<file path="src/rtl/core/uoc_pkg.sv">
`default_nettype none

package uoc_pkg;

   localparam int MAX_CHUNK   = 256;
   localparam int RING_AW     = $clog2(MAX_CHUNK);
   localparam int OFF_BITS    = 32;
   localparam int CNT_W       = 32;
   localparam int OUT_W       = 32;
   localparam int SIZE_W      = 9;
   localparam int OVL_W       = 8;
   localparam int CSR_IDX_W   = 8;
   localparam int CSR_DATA_W  = 9;
   localparam int QUEUE_DEPTH = 4;
   localparam int QUEUE_AW    = $clog2(QUEUE_DEPTH);
   localparam int QUEUE_CW    = $clog2(QUEUE_DEPTH + 1);

   localparam logic [7:0] LEAD_MASK = 8'hC0;
   localparam logic [7:0] CONT_TAG  = 8'h80;

   localparam logic [OFF_BITS-1:0] OFF_MAX = {OFF_BITS{1'b1}};

   localparam logic [SIZE_W-1:0] CHUNK_SIZE_RST = SIZE_W'(256);
   localparam logic [OVL_W-1:0]  OVERLAP_RST    = '0;
   localparam logic [SIZE_W-1:0] SIZE_MAX       = SIZE_W'(MAX_CHUNK);

   localparam logic [CSR_IDX_W-1:0] CSR_CHUNK_SIZE = CSR_IDX_W'(0);
   localparam logic [CSR_IDX_W-1:0] CSR_OVERLAP    = CSR_IDX_W'(1);

   typedef logic [OFF_BITS-1:0] offset_type;
   typedef logic [RING_AW-1:0]  ring_addr_type;

   typedef struct packed {
      logic          we;
      ring_addr_type waddr;
      offset_type    wdata;
      ring_addr_type raddr_emit;
      ring_addr_type raddr_final;
   } ring_req_type;

   typedef struct packed {
      logic       valid;
      logic       emit;
      logic       fin;
      logic       fwd;
      offset_type pos;
      offset_type next_pos;
   } item_ctl_type;

   typedef struct packed {
      logic [OUT_W-1:0] start;
      logic [OUT_W-1:0] length;
      logic             fin;
      logic             eor;
   } rsp_entry_type;

endpackage

`default_nettype wire

</file>
<file path="src/rtl/core/uoc_queue.sv">
`default_nettype none

module uoc_queue import uoc_pkg::*; (
   input  wire logic               clock,
   input  wire logic               reset,
   input  wire item_ctl_type       item,
   input  wire offset_type         rd_emit,
   input  wire offset_type         rd_final,
   output logic [QUEUE_CW-1:0]     count_ff,
   output logic                    rsp_valid,
   input  wire logic               rsp_ready,
   output logic [OUT_W-1:0]        rsp_chunk_start_byte,
   output logic [OUT_W-1:0]        rsp_chunk_length_bytes,
   output logic                    rsp_final_chunk,
   output logic                    rsp_end_of_run
);

   rsp_entry_type             entry_ff [QUEUE_DEPTH];
   logic [QUEUE_AW-1:0]       wptr_ff, wptr_in;
   logic [QUEUE_AW-1:0]       rptr_ff, rptr_in;
   logic [QUEUE_CW-1:0]       count_in;

   rsp_entry_type             emit_entry;
   rsp_entry_type             final_entry;
   rsp_entry_type             first_entry;
   offset_type                final_start;
   logic [1:0]                push_n;
   logic                      pop;

   always_comb begin
      final_start = item.fwd ? item.pos : rd_final;

      emit_entry.start  = OUT_W'(rd_emit);
      emit_entry.length = OUT_W'(item.pos - rd_emit);
      emit_entry.fin    = 1'b0;
      emit_entry.eor    = !item.fin;

      final_entry.start  = OUT_W'(final_start);
      final_entry.length = OUT_W'(item.next_pos - final_start);
      final_entry.fin    = 1'b1;
      final_entry.eor    = 1'b1;

      first_entry = item.emit ? emit_entry : final_entry;
      push_n      = item.valid ? 2'(item.emit) + 2'(item.fin) : 2'd0;

      pop      = rsp_valid && rsp_ready;
      wptr_in  = wptr_ff + QUEUE_AW'(push_n);
      rptr_in  = pop ? rptr_ff + QUEUE_AW'(1) : rptr_ff;
      count_in = count_ff + QUEUE_CW'(push_n) - QUEUE_CW'(pop);
   end

   always_ff @(posedge clock) begin
      if (reset) begin
         wptr_ff  <= '0;
         rptr_ff  <= '0;
         count_ff <= '0;
      end else begin
         wptr_ff  <= wptr_in;
         rptr_ff  <= rptr_in;
         count_ff <= count_in;
      end
      if (push_n != 2'd0) begin
         entry_ff[wptr_ff] <= first_entry;
      end
      if (push_n == 2'd2) begin
         entry_ff[wptr_ff + QUEUE_AW'(1)] <= final_entry;
      end
   end

   assign rsp_valid              = count_ff != '0;
   assign rsp_chunk_start_byte   = entry_ff[rptr_ff].start;
   assign rsp_chunk_length_bytes = entry_ff[rptr_ff].length;
   assign rsp_final_chunk        = entry_ff[rptr_ff].fin;
   assign rsp_end_of_run         = entry_ff[rptr_ff].eor;

endmodule

`default_nettype wire

</file>
<file path="config.mk">
export PLATFORM = sky130hd
export DESIGN_NAME = uoc_queue
export DESIGN_NICKNAME = d
export VERILOG_FILES = /design/src/rtl/core/uoc_pkg.sv /design/src/rtl/core/uoc_queue.sv
export SDC_FILE = /design/constraint.sdc
export NUM_CORES = 1
export LEC_CHECK = 0
export ABC_AREA = 1
export BUFFER_PORTS_ARGS = -buffer_cell sky130_fd_sc_hd__buf_2
export CAP_MARGIN = 20
export CORE_MARGIN = 2
export CORE_UTILIZATION = 24
export DETAILED_ROUTE_END_ITERATION = 10
export HOLD_SLACK_MARGIN = 0.03
export SETUP_SLACK_MARGIN = 0.1
export SYNTH_ARGS = -nofsm -noshare
export SYNTH_HDL_FRONTEND = slang
export SYNTH_SLANG_ARGS = --single-unit
</file>
<file path="constraint.sdc">
create_clock -name clock -period 3.62 [get_ports clock]
set_input_delay 0.362 -clock clock [delete_from_list [all_inputs] [get_ports clock]]
set_output_delay 0.362 -clock clock [all_outputs]
set_load 0.1 [all_outputs]
</file>
Word-level counts from Yosys, hierarchy flattened
Memory sizes are Yosys's and may differ from the RTL's. A register that Yosys moved wholly into a read port is not among the register bits.
Cells that the tools add are included.
{"block": "classes", "n_eq_ne": 1, "multipliers": 0, "bitwise_logic": 0, "div_mod_pow": 0, "mux": 9, "n_shift": 0, "n_reduce_logical": 4, "magnitude_cmp": 0, "addsub": 8}
{"cell": "66-bit two-way mux", "n": 1}
{"cell": "32-bit subtractor", "n": 2}
{"cell": "32-bit two-way mux", "n": 1}
{"cell": "2-bit two-way mux", "n": 3}
{"cell": "2-bit by 1-bit adder with 2-bit output, second input constant", "n": 2}
{"cell": "1-bit two-way mux", "n": 4}
{"cell": "3-bit by 2-bit adder with 3-bit output", "n": 1}
{"cell": "3-bit nonzero test", "n": 1}
{"cell": "3-bit by 1-bit subtractor with 3-bit output", "n": 1}
{"cell": "1-bit by 1-bit adder with 2-bit output", "n": 1}
{"cell": "2-bit adder", "n": 1}
{"cell": "2-bit equality test, second input constant", "n": 1}
{"cell": "2-bit nonzero test", "n": 1}
{"cell": "1-bit logical AND", "n": 1}
{"cell": "1-bit logical NOT", "n": 1}
{"block": "totals", "inputBits": 135, "n_memories": 1, "mem_bits_rw": 264, "wordCells": 26, "latch_bits": 0, "rom_bits": 0, "ff_bits": 7}
{"name": "entry_ff", "words": 4, "width": 66, "rd": 1, "rd_ports_with_merged_regs": 1, "wr": 2, "line": "uoc_queue.sv:18", "text": "rsp_entry_type entry_ff [QUEUE_DEPTH];"}

Logic depth before layout (Yosys ltp)
Gate-level depths: netlist of run 1.
{"block": "depth", "ltp_word": 5, "mapped_depth": 19, "depth_no_buf": 18}

Least setup slack after synthesis of run 1
OpenSTA, ideal clock, no wires.
{"block": "synth_timing", "kind": "register to register", "start": "register count_ff[1]", "end": "register count_ff[2]", "setup_ns": 0.070, "period_less_slack_ns": 3.384, "path_slack_ns": 0.236, "path_stages_with_launch": 13, "t_arrival_ns": 3.314, "cell_sequence": "dfxtp_1 > inv_1 > nand2_1 > nand2_1 > inv_1 > ha_1 > inv_1 > ha_1 > inv_1 > fa_1 > xor2_1 > or2_2 > a21oi_1"}
{"block": "synth_between", "elab_chain_len": 3, "elab_cells_between_ends": 4}
{"element": "from (decl)", "line": "uoc_queue.sv:9", "text": "output logic [QUEUE_CW-1:0] count_ff,"}
{"element": "from (signal assigned)", "line": "uoc_queue.sv:60", "text": "count_ff <= count_in;"}
{"element": "3-bit nonzero test", "line": "uoc_queue.sv:70", "text": "assign rsp_valid = count_ff != '0;"}
{"element": "net rsp_valid", "line": "uoc_queue.sv:10", "text": "output logic rsp_valid,"}
{"element": "1-bit logical AND", "line": "uoc_queue.sv:46", "text": "pop = rsp_valid && rsp_ready;"}
{"element": "net pop", "line": "uoc_queue.sv:28", "text": "logic pop;"}
{"element": "3-bit by 1-bit subtractor with 3-bit output", "line": "uoc_queue.sv:49", "text": "count_in = count_ff + QUEUE_CW'(push_n) - QUEUE_CW'(pop);"}
The timed path passes the listed nets, and every way through them passes these cells.
A chain may end at the register's enable or synchronous reset.

==> impl_summary.log, run 1 <==
[metrics] Pwr Density: 622 nW/µm²
[metrics] Port-buffer cells: 204
[metrics] run status: finished, final reports clean
[metrics] predominant post-synthesis flop cell: sky130_fd_sc_hd__edfxtp_1
[metrics] post-DP HPWL: 52,500 µm
[metrics] Hold Fails Final Rpt: 0
[metrics] switching power: 6.90 mW
[metrics] Setup WS post-layout: 0.448 ns
[metrics] clock latency at the later pin of the worst-skew pair: 0.58 ns
[metrics] top cell type's share of synthesized area: 0.413
[metrics] placer congestion estimate: 0.991
[metrics] part of the power in registers: 0.274
[metrics] antenna violations before repair: 7
[metrics] dpl ws: 0.315 ns
[metrics] asr flop ratio synth: 0
[metrics] leading area contributor after synthesis: sky130_fd_sc_hd__edfxtp_1
[metrics] Slew headroom: 0.391
[metrics] number of vias in the routed layout: 18.1k
[metrics] Critical Path Source Type: flop
[metrics] buffer and inverter count on the worst path: 2
[metrics] sum of overflow across all layers after global routing: 0
[metrics] top achievable clock speed: 315 MHz
[metrics] Die Outline Area: 79,800 µm²
[metrics] via count of the first global-routing pass: 17.2k
[metrics] Hold Buf Count CTS: 0
[metrics] crit-path max FO: 66
[metrics] share of total power in the clock network: 0.246
[metrics] filler cell count: 8,397
[metrics] part of the total power dissipated in combinational logic: 0.481
[metrics] average size of a mapped cell: 7.73 µm²
[metrics] total detailed-routing wirelength: 72,800 µm
[metrics] internal power consumption: 6.88 mW
[metrics] power consumption: 13.8 mW
[metrics] core area: 77,100 µm²
[metrics] cell class contributing the biggest share of worst-path delay: buffers and inverters
[metrics] fraction of layout instances using a drive strength above 1: 0.156
[metrics] global-route wire length before repair: 107,000 µm
[metrics] number of maximum-capacitance violations: 0
[metrics] horizontal die dimension: 282 µm
[metrics] drt via density: 4.92
[metrics] initial core utilization: 0.241
[metrics] P&R area growth vs syn: 19.1%
[metrics] 1st-iter DRT viols: 1,854
[metrics] length of the first detailed-routing pass in iterations: 6
[metrics] slowest cell delay on critical path: 0.68 ns
[metrics] Final ANT Viol Nets: 0
[metrics] flip-flop and latch count after synthesis: 273
[metrics] Hold Crit Class: primary input to flop
[metrics] number of gates resized after CTS: 0
[metrics] number of buffers inserted during clock tree synthesis: 34
[metrics] Sw Share: 0.501
[metrics] largest net degree at the start of global routing: 110
[metrics] TritonCTS clock tree: yes
[metrics] setup repair after global routing missed its margin: false
[metrics] crit path kind: flop to primary output
[metrics] minimum clock period after layout: 3.17 ns
[metrics] maximum VDD drop: 0.000369 V
[metrics] Die Y-Extent: 282 µm
[metrics] yosys synthesis warning count: 0
[metrics] total count of max-transition violations in the final report: 0
[metrics] dpl cells: 3,611
[metrics] # clock sinks: 273
[metrics] Final period util: 0.876
[metrics] minimum hold slack: 0.0852 ns
[metrics] number of nets in the synthesized netlist: 2,617
[metrics] Static Leak: 9.88 nW
[metrics] critical path endpoint category: primary output
[metrics] Setup-failing EPs final: 0
[metrics] buffer count from post-CTS setup fixing: 0
[metrics] Remaining DRCs: 0
[metrics] Critical Path, Cell by Cell: buf_4, o21ai_0, o22ai_1, buf_2
[metrics] standard-cell rows: 102
[metrics] Critical Path AT: 2.81 ns
[metrics] H-tree lvl count: 2
[metrics] post-layout instance count excluding filler cells: 3,674
[metrics] count of boundary I/O pins: 205
[metrics] detailed-route wire length per cell: 19.8 µm
[metrics] pin slew with the least headroom to its limit: 0.912 ns
[metrics] clock input transition at the sequential cells of the worst setup and hold paths: 0.05 ns
[metrics] final total negative setup slack: 0 ns
[metrics] area of the mapped netlist: 18,600 µm²
[metrics] Netlist cell types: 46
[metrics] worst clock skew: 0.0292 ns
[metrics] Clk Tree Root Cell: sky130_fd_sc_hd__clkbuf_16
[metrics] number of synthesized flops with an enable pin: 256
[metrics] total global-route track usage: 0.180
[metrics] number of instances in the synthesized netlist: 2,408
[metrics] maximum root-to-sink buffer count: 3
[metrics] sequential area share after synthesis: 0.432
[metrics] Required @ worst endpoint: 3.26 ns
[metrics] number of nets in the final layout: 2,816
[metrics] top cells by area, synth: sky130_fd_sc_hd__edfxtp_1, sky130_fd_sc_hd__nand2_1, sky130_fd_sc_hd__o22ai_1, sky130_fd_sc_hd__inv_1, sky130_fd_sc_hd__o21ai_0
[metrics] highest-delay cell along the critical path: sky130_fd_sc_hd__buf_4
## power groups by stage
stage / sequential, mW / clock, mW / combinational (mW)
2_1_floorplan: 3.92 / 0 / 4.86
3_3_place_gp: 3.83 / 0 / 6.59
3_5_place_dp: 3.84 / 0 / 6.62
4_1_cts: 3.77 / 3.43 / 6.63
5_1_grt: 3.79 / 3.54 / 7.02
6_report: 3.77 / 3.38 / 6.62
## worst reg2reg max path, stage by stage (launching register included)
cell and delay (ns):
sky130_fd_sc_hd__dfxtp_1 0.33, sky130_fd_sc_hd__nor2_1 0.10, sky130_fd_sc_hd__nand2_1 0.06, sky130_fd_sc_hd__nand2_1 0.06
sky130_fd_sc_hd__inv_1 0.07, sky130_fd_sc_hd__ha_1 0.29, sky130_fd_sc_hd__inv_1 0.05, sky130_fd_sc_hd__ha_1 0.12
sky130_fd_sc_hd__inv_1 0.05, sky130_fd_sc_hd__fa_1 0.38, sky130_fd_sc_hd__xor2_1 0.16, sky130_fd_sc_hd__or2_2 0.27
sky130_fd_sc_hd__a21oi_1 0.11
## synth_stat cells, drive strengths merged, types with 3 or more instances
cell	instances
clkbuf	64
o21ai	216
o21bai	3
xnor2	27
nor3b	3
or2	3
and2	4
nor4	3
nor3	8
o22ai	222
edfxtp	256
nand3	169
nand3b	4
nand2	665
ha	71
fa	3
buf	47
xor2	5
nor2	227
mux2i	31
a21oi	60
nand4	3
dfxtp	17
inv	291
## flip-flops by register name, summed over array words and instances (netlist names), named ones only
name      cells
entry_ff    264
count_ff      3
rptr_ff       2
wptr_ff       2
## stage by stage
step / utilization / area [µm²]
after floorplan: - / 18600
after global placement: 0.273 / 21100
final: 0.288 / 22200
after detailed placement: 0.273 / 21100
after CTS: 0.287 / 22200
after global routing: 0.287 / 22200
## worst paths after layout
kind / slack, ns / from / cells past startpoint / end
worst max-delay path: 0.45 / flop / 4 / rsp_chunk_length_bytes[16]
worst max register to register: 1.49 / count_ff[0]$_SDFF_PP0_ / 12 / count_ff[2]$_SDFF_PP0_
worst min-delay path: 0.09 / reset / 2 / count_ff[1]$_SDFF_PP0_
worst min register to register: 0.47 / entry_ff[1][1]$_SDFFE_PP1P_ / 2 / entry_ff[1][1]$_SDFFE_PP1P_
## metal layers
| layer | global-route usage | share of wire | vias to the layer above |
|---|---|---|---|
| li1 | - | - | 8590 |
| met1 | 0.236 | 0.40 | 8422 |
| met2 | 0.297 | 0.46 | 917 |
| met3 | 0.0330 | 0.10 | 136 |
| met4 | 0.0587 | 0.033 | 2 |
| met5 | 0 | 0.000096 | - |
## cell families after synthesis
logic type / count (synthesis) / share of synthesized area
flops: 273 / 0.432
xor+xnor: 32 / 0.0171
simple gates: 1091 / 0.246
mux: 31 / 0.0167
fa+ha+maj: 74 / 0.0510
compound gates: 503 / 0.152
buf+inv: 404 / 0.0864
## area by class of cell
type / instances / area [µm²] / share of cell area
multi-input combinational: 1731 / 9010 / 0.406
sequential: 273 / 8030 / 0.362
timing repair buffer: 274 / 1630 / 0.0737
tap: 1040 / 1300 / 0.0587
inverter: 293 / 1100 / 0.0497
clock buffer: 40 / 895 / 0.0404
clock inverter: 20 / 185 / 0.00836
antenna: 3 / 7.51 / 0.000339
## cells in the final DEF, fill, tap and decap left out, types with 3 or more instances in the layout
master,instances
sky130_fd_sc_hd__nand2_1,625
sky130_fd_sc_hd__inv_1,281
sky130_fd_sc_hd__edfxtp_1,256
sky130_fd_sc_hd__nor2_1,222
sky130_fd_sc_hd__o22ai_1,222
sky130_fd_sc_hd__buf_2,204
sky130_fd_sc_hd__o21ai_0,194
sky130_fd_sc_hd__nand3_1,160
sky130_fd_sc_hd__ha_1,71
sky130_fd_sc_hd__buf_4,63
sky130_fd_sc_hd__a21oi_1,60
sky130_fd_sc_hd__nand2_2,35
sky130_fd_sc_hd__clkbuf_16,35
sky130_fd_sc_hd__mux2i_1,31
sky130_fd_sc_hd__xnor2_1,22
sky130_fd_sc_hd__o21ai_1,18
sky130_fd_sc_hd__dfxtp_1,15
sky130_fd_sc_hd__inv_2,9
sky130_fd_sc_hd__nand3_2,9
sky130_fd_sc_hd__clkinv_1,7
sky130_fd_sc_hd__buf_12,7
sky130_fd_sc_hd__nor3_1,6
sky130_fd_sc_hd__clkinv_2,6
sky130_fd_sc_hd__nor2_2,5
sky130_fd_sc_hd__xor2_1,5
sky130_fd_sc_hd__nand2_4,5
sky130_fd_sc_hd__xnor2_2,5
sky130_fd_sc_hd__clkbuf_1,5
sky130_fd_sc_hd__o21ai_2,4
sky130_fd_sc_hd__diode_2,3
sky130_fd_sc_hd__o21bai_1,3
sky130_fd_sc_hd__nand4_1,3
sky130_fd_sc_hd__nor3b_1,3
sky130_fd_sc_hd__fa_1,3
Power figures use the tool's default switching activity.
==> inputs of run 2 (changes only) <==
--- a/config.mk
+++ b/config.mk
@@ -7,11 +7,11 @@
 export LEC_CHECK = 0
 export ABC_AREA = 1
 export BUFFER_PORTS_ARGS = -buffer_cell sky130_fd_sc_hd__buf_2
-export CAP_MARGIN = 20
 export CORE_MARGIN = 2
 export CORE_UTILIZATION = 24
 export DETAILED_ROUTE_END_ITERATION = 10
 export HOLD_SLACK_MARGIN = 0.03
+export PLACE_DENSITY = 0.44
 export SETUP_SLACK_MARGIN = 0.1
 export SYNTH_ARGS = -nofsm -noshare
 export SYNTH_HDL_FRONTEND = slang
==> run 2 against run 1 <==
  * Register-to-register slack got worse by 0.18 ns
  * Hold slack got worse by 0.0049 ns
  * Maximum frequency decreased by 5.5%
  * Worst setup slack got worse by 0.18 ns
  * Flip-flop and latch count unchanged
  * Highest routed layer unchanged
  * Total power increased by 1.1%
  * Largest cell class unchanged
  * Sequential power about the same
  * Critical path type unchanged
==> impl_summary.log, run 2 (synthesis gave the netlist of run 1 again) <==
[metrics] run status: finished, final reports clean
[metrics] part of the total power dissipated in combinational logic: 0.476 (-0.005)
[metrics] number of buffers inserted during clock tree synthesis: 35 (+2.9%)
[metrics] Setup-failing EPs final: 0 (unchanged)
[metrics] share of total power in the clock network: 0.251 (+0.005)
[metrics] fraction of layout instances using a drive strength above 1: 0.159 (+0.00288)
[metrics] crit path kind: flop to primary output
[metrics] 1st-iter DRT viols: 1,468 (-21%)
[metrics] Reg with most FFs: entry_ff
[metrics] total detailed-routing wirelength: 79,400 µm (+9.0%)
[metrics] Remaining DRCs: 0 (unchanged)
[metrics] Pwr Density: 626 nW/µm² (+0.78%)
[metrics] highest-delay cell along the critical path: sky130_fd_sc_hd__dfxtp_2
[metrics] minimum clock period after layout: 3.36 ns (+0.185 ns)
[metrics] Die Outline Area: 79,800 µm² (unchanged)
[metrics] Hold Buf Count CTS: 0 (unchanged)
[metrics] Static Leak: 9.94 nW (+0.57%)
[metrics] post-layout instance count excluding filler cells: 3,680 (+0.16%)
[metrics] largest net degree at the start of global routing: 55 (-50%)
[metrics] number of maximum-capacitance violations: 0 (unchanged)
[metrics] clock input transition at the sequential cells of the worst setup and hold paths: 0.06 ns (about the same)
[metrics] maximum VDD drop: 0.000377 V (+2.2%)
[metrics] switching power: 6.94 mW (+0.61%)
[metrics] power consumption: 13.9 mW (+1.1%)
[metrics] global-route wire length before repair: 116,000 µm (+8.2%)
[metrics] Hold Fails Final Rpt: 0 (unchanged)
[metrics] antenna violations before repair: 3 (-4)
[metrics] Sw Share: 0.498 (-0.00265)
[metrics] Critical Path, Cell by Cell: inv_2, buf_4, o21ai_0, o22ai_1, buf_2
[metrics] final total negative setup slack: 0 ns (unchanged)
[metrics] max FFs per register: 264 (unchanged)
[metrics] placer congestion estimate: 0.912 (-8.0%)
[metrics] Port-buffer cells: 204 (unchanged)
[metrics] horizontal die dimension: 282 µm (unchanged)
[metrics] length of the first detailed-routing pass in iterations: 5 (-1)
[metrics] number of gates resized after CTS: 0 (unchanged)
[metrics] count of boundary I/O pins: 205 (unchanged)
[metrics] setup slack, reg-to-reg: 1.31 ns (-0.18 ns)
[metrics] drt via density: 4.86 (-1.1%)
[metrics] clock latency at the later pin of the worst-skew pair: 0.57 ns (about the same)
[metrics] TritonCTS clock tree: yes
[metrics] number of nets in the final layout: 2,822 (+0.21%)
[metrics] buffer count from post-CTS setup fixing: 0 (unchanged)
[metrics] total count of max-transition violations in the final report: 0 (unchanged)
[metrics] Final ANT Viol Nets: 0 (unchanged)
[metrics] post-DP HPWL: 58,300 µm (+11%)
[metrics] sum of overflow across all layers after global routing: 0 (unchanged)
[metrics] Final period util: 0.927 (+0.0511)
[metrics] dpl ws: -0.137 ns (-0.452 ns)
[metrics] minimum hold slack: 0.0803 ns (-0.00492 ns)
[metrics] initial core utilization: 0.241 (unchanged)
[metrics] most used cells in the layout excluding fill and tap cells: sky130_fd_sc_hd__nand2_1, sky130_fd_sc_hd__inv_1, sky130_fd_sc_hd__edfxtp_1
[metrics] biggest registers after layout: entry_ff x264, count_ff x3
[metrics] Critical Path AT: 2.99 ns (+0.18 ns)
[metrics] Critical Path Source Type: flop
[metrics] via count of the first global-routing pass: 17.9k (+3.8%)
[metrics] internal power consumption: 6.99 mW (+1.7%)
[metrics] P&R area growth vs syn: 19.6%
[metrics] Slew headroom: 0.416 (+0.0254)
[metrics] critical path endpoint category: primary output
[metrics] design area: 22,200 µm² (+0.37%)
[metrics] core area: 77,100 µm² (unchanged)
[metrics] number of vias in the routed layout: 17.9k (-0.92%)
[metrics] Required @ worst endpoint: 3.26 ns (about the same)
[metrics] slowest cell delay on critical path: 0.55 ns (-0.13 ns)
[metrics] standard-cell rows: 102 (unchanged)
[metrics] crit-path max FO: 25 (-62%)
[metrics] setup repair after global routing missed its margin: false
[metrics] Hold Crit Class: primary input to flop
[metrics] part of the power in registers: 0.272 (-0.002)
[metrics] Die Y-Extent: 282 µm (unchanged)
[metrics] total global-route track usage: 0.197 (+0.0170)
[metrics] most common cell after layout, fill and taps aside: sky130_fd_sc_hd__nand2_1
[metrics] Layout Utilization: 0.289 (+0.00105)
[metrics] # clock sinks: 273 (unchanged)
[metrics] number of antenna diodes: 0 (-3)
[metrics] Setup WS post-layout: 0.263 ns (-0.185 ns)
[metrics] Clk Tree Root Cell: sky130_fd_sc_hd__clkbuf_16
[metrics] detailed-route wire length per cell: 21.6 µm (+8.9%)
[metrics] top achievable clock speed: 298 MHz (-5.5%)
[metrics] maximum root-to-sink buffer count: 3 (unchanged)
[metrics] H-tree lvl count: 2 (unchanged)
[metrics] dpl cells: 3,616 (+0.14%)
[metrics] filler cell count: 8,467 (+0.83%)
[metrics] placed instance area: 21,100 µm² (+0.18%)
[metrics] pin slew with the least headroom to its limit: 0.875 ns (-0.0370 ns)
[metrics] worst clock skew: 0.0149 ns (-0.0143 ns)
[run 2: path summary, 6_finish.rpt]
path	from	endpoint	cells after the start
max	flop	rsp_chunk_start_byte[15]	5
min	reset	count_ff[1]$_SDFF_PP0_	2
max reg2reg	wptr_ff[1]$_SDFF_PP0_	entry_ff[3][2]$_DFFE_PP_	6
min reg2reg	entry_ff[2][1]$_SDFFE_PP1P_	entry_ff[2][1]$_SDFFE_PP1P_	2
[run 2: power groups by stage]
| stage | combinational, mW | sequential (mW) | clock, mW |
|---|---|---|---|
| 2_1_floorplan | 4.86 | 3.92 | 0 |
| 3_3_place_gp | 6.64 | 3.86 | 0 |
| 3_5_place_dp | 6.67 | 3.86 | 0 |
| 4_1_cts | 6.68 | 3.79 | 3.55 |
| 5_1_grt | 7.03 | 3.81 | 3.66 |
| 6_report | 6.64 | 3.79 | 3.50 |
[run 2: cell type report]
type                            instances  area [µm²]  area share
Sequential cell                       273        8030       0.361
Clock buffer                           39         912      0.0410
Timing Repair Buffer                  279        1670      0.0751
Inverter                              293        1100      0.0495
Multi-Input combinational cell       1731        9010       0.405
Tap cell                             1040        1300      0.0585
Clock inverter                         25         219     0.00984
[run 2: worst max-delay path, delay by kind of cell, from the launching register on]
family | cells | cell delay [ns]
buffers and inverters | 3 | 1.27
flip-flops | 1 | 0.55
AO/OA/AOI/OAI | 2 | 0.58
[run 2: metal layers]
layer	routed length, µm	GRT usage	share of wire	vias up
li1	-	-	-	8598
met1	35200	0.262	0.44	8570
met2	37200	0.329	0.47	621
met3	4610	0.0265	0.058	109
met4	2330	0.0609	0.029	2
met5	13	0	0.00016	-
